$ cat src/sdm_pkg.sv
`timescale 1ns / 1ps
// Shared types and constants for the stereo disparity matcher.
// No dependencies.
package sdm_pkg;

	typedef struct packed {
		logic       frame_start;
		logic [7:0] right_c2;
		logic [7:0] right_c1;
		logic [7:0] right_c0;
		logic [7:0] left_c2;
		logic [7:0] left_c1;
		logic [7:0] left_c0;
	} pix_t;

	typedef struct packed {
		logic [7:0] disparity_level;
		logic [4:0] disp_idx;
	} res_t;

	typedef struct packed {
		logic [10:0] image_width;
		logic [5:0]  disp_range;
		logic [7:0]  penalty_small;
		logic [7:0]  penalty_large;
		logic [1:0]  channel_count;
	} cfg_t;

	localparam int CNT_W     = 7;
	localparam int COST_W    = 10;
	localparam int PATH_W    = 11;
	localparam int CH_MAX    = 3;
	localparam int DIV_STEPS = 8;
	localparam int ADDR_W    = 5;

	typedef struct packed {
		logic             accept;
		logic             scan;
		logic             agg;
		logic             div;
		logic             commit;
		logic             out_load;
		logic [CNT_W-1:0] cnt;
	} cmd_t;

	typedef struct packed {
		logic [CNT_W-1:0] rng;
	} sts_t;

	localparam logic [2:0] REG_IMAGE_WIDTH   = 3'd0;
	localparam logic [2:0] REG_DISP_RANGE    = 3'd1;
	localparam logic [2:0] REG_PENALTY_SMALL = 3'd2;
	localparam logic [2:0] REG_PENALTY_LARGE = 3'd3;
	localparam logic [2:0] REG_CHANNEL_COUNT = 3'd4;

	localparam logic [10:0] RST_IMAGE_WIDTH   = 11'd1024;
	localparam logic [5:0]  RST_DISP_RANGE    = 6'd25;
	localparam logic [7:0]  RST_PENALTY_SMALL = 8'd10;
	localparam logic [7:0]  RST_PENALTY_LARGE = 8'd120;
	localparam logic [1:0]  RST_CHANNEL_COUNT = 2'd3;

	localparam logic [7:0]  PIX_FULL = 8'd255;

endpackage

$ cat src/sdm_ctrl.sv
`timescale 1ns / 1ps
// Sequencer for the disparity matcher: scan, aggregate, divide, deliver.
// Depends on sdm_pkg.
module sdm_ctrl import sdm_pkg::*; (
	input  logic clk,
	input  logic arst_n,
	input  logic pix_valid,
	input  logic res_stall,
	input  sts_t sts,
	output logic pix_stall,
	output logic res_valid,
	output cmd_t cmd
);

	localparam logic [2:0] ST_IDLE = 3'd0;
	localparam logic [2:0] ST_SCAN = 3'd1;
	localparam logic [2:0] ST_AGG  = 3'd2;
	localparam logic [2:0] ST_DIV  = 3'd3;
	localparam logic [2:0] ST_DONE = 3'd4;

	logic [2:0]       state_q;
	logic [CNT_W-1:0] cnt_q;
	logic             res_valid_q;
	logic             agg_end;

	assign agg_end = (state_q == ST_AGG) && (cnt_q == sts.rng + CNT_W'(2));

	always_comb begin
		cmd          = '0;
		cmd.cnt      = cnt_q;
		cmd.accept   = (state_q == ST_IDLE) && pix_valid;
		cmd.scan     = (state_q == ST_SCAN);
		cmd.agg      = (state_q == ST_AGG);
		cmd.div      = (state_q == ST_DIV);
		cmd.commit   = agg_end;
		cmd.out_load = (state_q == ST_DONE) && (!res_valid_q || !res_stall);
	end

	assign pix_stall = (state_q != ST_IDLE);
	assign res_valid = res_valid_q;

	always_ff @(posedge clk or negedge arst_n) begin
		if (!arst_n) begin
			state_q     <= ST_IDLE;
			cnt_q       <= '0;
			res_valid_q <= 1'b0;
		end else begin
			if (cmd.out_load) begin
				res_valid_q <= 1'b1;
			end else if (!res_stall) begin
				res_valid_q <= 1'b0;
			end
			case (state_q)
				ST_IDLE: begin
					cnt_q <= '0;
					if (pix_valid) begin
						state_q <= ST_SCAN;
					end
				end
				ST_SCAN: begin
					if (cnt_q == sts.rng) begin
						state_q <= ST_AGG;
						cnt_q   <= '0;
					end else begin
						cnt_q <= cnt_q + 1'b1;
					end
				end
				ST_AGG: begin
					if (agg_end) begin
						state_q <= ST_DIV;
						cnt_q   <= '0;
					end else begin
						cnt_q <= cnt_q + 1'b1;
					end
				end
				ST_DIV: begin
					if (cnt_q == CNT_W'(DIV_STEPS)) begin
						state_q <= ST_DONE;
						cnt_q   <= '0;
					end else begin
						cnt_q <= cnt_q + 1'b1;
					end
				end
				ST_DONE: begin
					if (cmd.out_load) begin
						state_q <= ST_IDLE;
					end
				end
				default: begin
					state_q <= ST_IDLE;
				end
			endcase
		end
	end

endmodule

$ cat config.mk
export PLATFORM = sky130hd
export DESIGN_NAME = sdm_ctrl
export DESIGN_NICKNAME = d
export VERILOG_FILES = /design/src/sdm_pkg.sv /design/src/sdm_ctrl.sv
export SDC_FILE = /design/constraint.sdc
export NUM_CORES = 1
export LEC_CHECK = 0
export ABC_AREA = 1
export BUFFER_PORTS_ARGS = -buffer_cell sky130_fd_sc_hd__buf_4
export CAP_MARGIN = 20
export CORE_UTILIZATION = 50
export CTS_BUF_LIST = sky130_fd_sc_hd__clkbuf_8
export DETAILED_ROUTE_END_ITERATION = 10
export GPL_TIMING_DRIVEN = 0
export PLACE_DENSITY = 0.78
export SYNTH_ARGS = -nofsm -noshare
export SYNTH_HDL_FRONTEND = slang
export SYNTH_SLANG_ARGS = --single-unit
export TNS_END_PERCENT = 10
$ cat constraint.sdc
create_clock -name clk -period 1.7 [get_ports clk]
set_input_delay 0.34 -clock clk [delete_from_list [all_inputs] [get_ports clk]]
set_output_delay 0.34 -clock clk [all_outputs]
set_load 0.05 [all_outputs]
# [Word-level counts from Yosys, hierarchy flattened]
# Cells that the tools add are included.
[classes] add_sub_neg=2 multipliers=0 div_mod_pow=0 n_lt_le_gt_ge=0 eq_ne=13 shifts=0 muxes=12 n_bitwise=0 n_reduce_logical=10
[ops] op="7-bit case mux with 4 select lines" count=1
[ops] op="7-bit two-way mux" count=3
[ops] op="3-bit two-way mux" count=5
[ops] op="3-bit case mux with 5 select lines" count=1
[ops] op="7-bit == test" count=2
[ops] op="2-bit by 1-bit != test with 1-bit output (second input constant)" count=4
[ops] op="7-bit by 1-bit adder with 7-bit output (second input constant)" count=1
[ops] op="7-bit by 2-bit adder with 7-bit output (second input constant)" count=1
[ops] op="7-bit by 4-bit == test with 1-bit output (second input constant)" count=1
[ops] op="3-bit by 2-bit == test with 1-bit output (second input constant)" count=2
[ops] op="5-bit AND reduction" count=1
[ops] op="2-bit != test (second input constant)" count=2
[ops] op="4-bit nonzero test" count=1
[ops] op="3-bit by 1-bit == test with 1-bit output (second input constant)" count=1
[ops] op="3-bit == test (second input constant)" count=1
[ops] op="1-bit logical AND" count=3
[ops] op="3-bit logical NOT" count=1
[ops] op="3-bit nonzero test" count=1
[ops] op="1-bit logical NOT" count=2
[ops] op="1-bit two-way mux" count=2
[ops] op="1-bit logical OR" count=1
[totals] regBits=11 latchBits=0 ramBits=0 mem_bits_ro=0 output_inout_bits=15 n_memories=0

# [Depth between registers and ports, before layout]
[depth] word_depth=5 depth_mapped=12 depth_no_buf=12

# [Least setup slack after synthesis]
# OpenSTA, ideal clock, no wires.
[synth_timing] path_type="flip-flop to output port" start="register state_q[2]" end="output cmd[12] in the netlist's numbering" t_arrival_ps=1674 t_required_ps=1360 setup_slack_ps=-314 stages_incl_launch_ff=4 n_path_buf=0 path_cell_list="dfrtp_1 nor2_1 nand2_1 nor2_1"
[synth_rtl] item="start: declaration" line_no="sdm_ctrl.sv:21" source="logic [2:0] state_q;"
[synth_rtl] item="start signal: assignment" line_no="sdm_ctrl.sv:44" source="state_q <= ST_IDLE;"
[synth_rtl] item="start signal: assignment" line_no="sdm_ctrl.sv:57" source="state_q <= ST_SCAN;"
[synth_rtl] item="start signal: assignment" line_no="sdm_ctrl.sv:62" source="state_q <= ST_AGG;"
[synth_rtl] item="end: declaration" line_no="sdm_ctrl.sv:12" source="output cmd_t cmd"

# [Worst setup path after layout]
[layout_timing] start="register cnt_q[4]" end="output cmd[8] in the netlist's numbering"
[layout_via] elab_chain_cells=2
[layout_rtl] item="start: declaration" line_no="sdm_ctrl.sv:22" source="logic [CNT_W-1:0] cnt_q;"
[layout_rtl] item="start signal: assignment" line_no="sdm_ctrl.sv:65" source="cnt_q <= cnt_q + 1'b1;"
[layout_rtl] item="start signal: assignment" line_no="sdm_ctrl.sv:73" source="cnt_q <= cnt_q + 1'b1;"
[layout_rtl] item="start signal: assignment" line_no="sdm_ctrl.sv:81" source="cnt_q <= cnt_q + 1'b1;"
[layout_rtl] item="7-bit == test" line_no="sdm_ctrl.sv:26" source="assign agg_end = (state_q == ST_AGG) && (cnt_q == sts.rng + CNT_W'(2));"
[layout_rtl] item="1-bit logical AND" line_no="sdm_ctrl.sv:26"
# No other way between the ends.

==> metrics.txt <==
status=finished with violations; failing checks=setup timing; CTS sink count=11; FF-to-FF End=state_q[1]; largest net degree at the start of global routing=12; CTS clk-pin slew, worst paths=50 ps; fin crit period=1940 ps; port bufs=25; WS Path Type=flip-flop to output pin; num rows=16; Setup crit start=cnt_q[4]; Max transition margin=0.638; Root Driver=clkbuf_8; Yosys warning count=0; Antenna Cells=0; clk_lat worst skew=240 ps; chip width=49.1 um; DRC=0; H-Tree Depth=1; CORE AREA=2020 um2; Yosys reg bits=11; area occupied by multi-input gates=772 um2; first-pass detailed-route iteration total=5; nature of the critical path endpoint=output pin; Final WS setup=-244 ps; first-pass GRT wire length=5030 um; Layout area overhead=41.3%; crit path DAT=1600 ps; WL/cell=13.4 um; TritonCTS clock tree=done; Tcrit/Tclk final=1.14; P_leak=0.000813 uW; share of cells above drive strength 1=0.444; Die Height=49.1 um; number of global-route vias before repair=1,145; die area=2410 um2; PwrDens=1390 nW/um2; fin nets=222; RSZ-0062 raised after global routing=yes; starting density of the core=0.550; DR vias/cell=5.44; FF/Latch Area=287 um2; Final Util=0.777; commonest non-fill, non-tap cell in the layout=nand2_1; Critical Path Start Type=flip-flop; final setup vio count=3; Post-Synthesis Cells=166; Worst VDD drop=1180 uV; Worst Setup EP=cmd[8]; Worst Hold Class=input pin to flip-flop; r2r setup slk=90 ps; Vias=1,272; Total GRT Usage=0.275; Clock Tree Buf Depth=2; critical path required time=1360 ps; antenna violations before repair=0; grt ovf=0; Synthesized Nets=180; Avg Synthesized Cell Area=6.69 um2; Post-Syn Area=1110 um2; final RePlAce weighted congestion=0.847; endpoints failing hold=0; Fillers=146; # IOs=26; post-route ant nets=0; detailed-route wire length=3140 um; Cell variety after synth=26; reg2reg path depth=10; dpl hpwl=2070 um; fmax=0.514 GHz; Fin Hold WS=320 ps; CP max FO=4; setup TNS=-408 ps; MaxCap Viol Count=0; skew final=0.717 ps; number of buffers created by CTS=3; Reg-to-Reg Start=cnt_q[5]; Seq/Total Area, Yosys=0.248; commonest cells after routing, fill and taps aside=nand2_1, buf_4, nand3_1; Final Max Tran Viols=0; Iteration-0 DRC Markers=60; Slew @ Worst Pin=542 ps
## state kept, by name (all words and copies together) (netlist names)
| register | count |
|---|---|
| res_valid | 1 |
| cnt_q | 7 |
| state_q | 3 |
## power by group
group,internal (uW),total (uW),switching (uW),leakage (uW)
clock,159,269,110,0.0000269
sequential,342,434,91.9,0.000134
combinational,512,1480,968,0.000652
## worst min-delay path by stage
stage | from | to | slack, ps | cells after the start
4_1_cts | res_stall | res_valid | 320 | 3
6_report | res_stall | res_valid | 320 | 3
3_3_place_gp | arst_n | cnt_q[4] | 190 | 1
3_5_place_dp | arst_n | cnt_q[4] | 190 | 1
2_1_floorplan | arst_n | cnt_q[0] | 40 | 0
5_1_grt | res_stall | res_valid | 360 | 3
## cell usage after synthesis, drive strengths merged
master | count | area share
nor2 | 11 | 0.053
xnor2 | 2 | 0.016
or2 | 1 | 0.0056
o21ai | 2 | 0.0090
nor3 | 4 | 0.038
ha | 3 | 0.034
inv | 28 | 0.095
buf | 3 | 0.016
a21oi | 1 | 0.0079
nand4 | 12 | 0.081
nand3 | 28 | 0.14
dfrtp | 11 | 0.25
nand2 | 53 | 0.20
nand3b | 1 | 0.0068
xor2 | 5 | 0.039
nor4 | 1 | 0.0056
## worst max-delay path, stage by stage, from the launching register on
cell and delay, ps:
dfrtp_2 440, inv_2 80, nand2_2 60, nand2_2 70, nand2_2 60, nand2_2 70, inv_2 40, nor2_2 70
nand2_1 60, nor4_2 120, buf_4 150, buf_8 130
## cells by family (layout without fill, tap and decap cells)
family / Yosys count / after routing / synth area share
buffers and inverters: 31 / 72 / 0.110
AND/OR/NAND/NOR: 111 / 111 / 0.536
adder cells (fa/ha/maj): 3 / 3 / 0.0338
AO/OA/AOI/OAI: 3 / 3 / 0.0169
flip-flops: 11 / 11 / 0.248
XOR/XNOR: 7 / 7 / 0.0552
## timing repair
item,CTS,global route
pin swaps,8,4
resized for setup,17,9
hold buffers,1,0
buffers inserted,12,0
endpoints found under the hold margin,11,0
endpoints found under the setup margin,4,7
## per-layer routing
| metal | track usage | vias to the layer above | part of all wire |
|---|---|---|---|
| li1 | - | 621 | - |
| met4 | 0.157 | 0 | 0.017 |
| met1 | 0.333 | 572 | 0.41 |
| met5 | 0 | - | 0 |
| met2 | 0.468 | 71 | 0.51 |
| met3 | 0.0312 | 8 | 0.062 |
## through the flow
| stage | area (um2) | power [uW] | cells | worst slack, ps |
|---|---|---|---|---|
| after floorplan | 1130 | 1380 | 166 | -111 |
| after global placement | 1350 | 1670 | 218 | -388 |
| after detailed placement | 1350 | 1700 | 218 | -422 |
| after CTS | 1540 | 2120 | 234 | -366 |
| after global routing | 1570 | 2300 | 234 | -360 |
| final | 1570 | 2180 | 234 | -244 |
## final cells by class
type / instances / area share
plain buffers: 2 / 0.0120
clock buffers: 3 / 0.0263
clock inverters: 1 / 0.00239
inverters: 28 / 0.0685
multi-input cells: 124 / 0.492
flip-flops and latches: 11 / 0.182
well taps: 27 / 0.0215
repair buffers: 38 / 0.195
(Power assumes the default switching activity.)
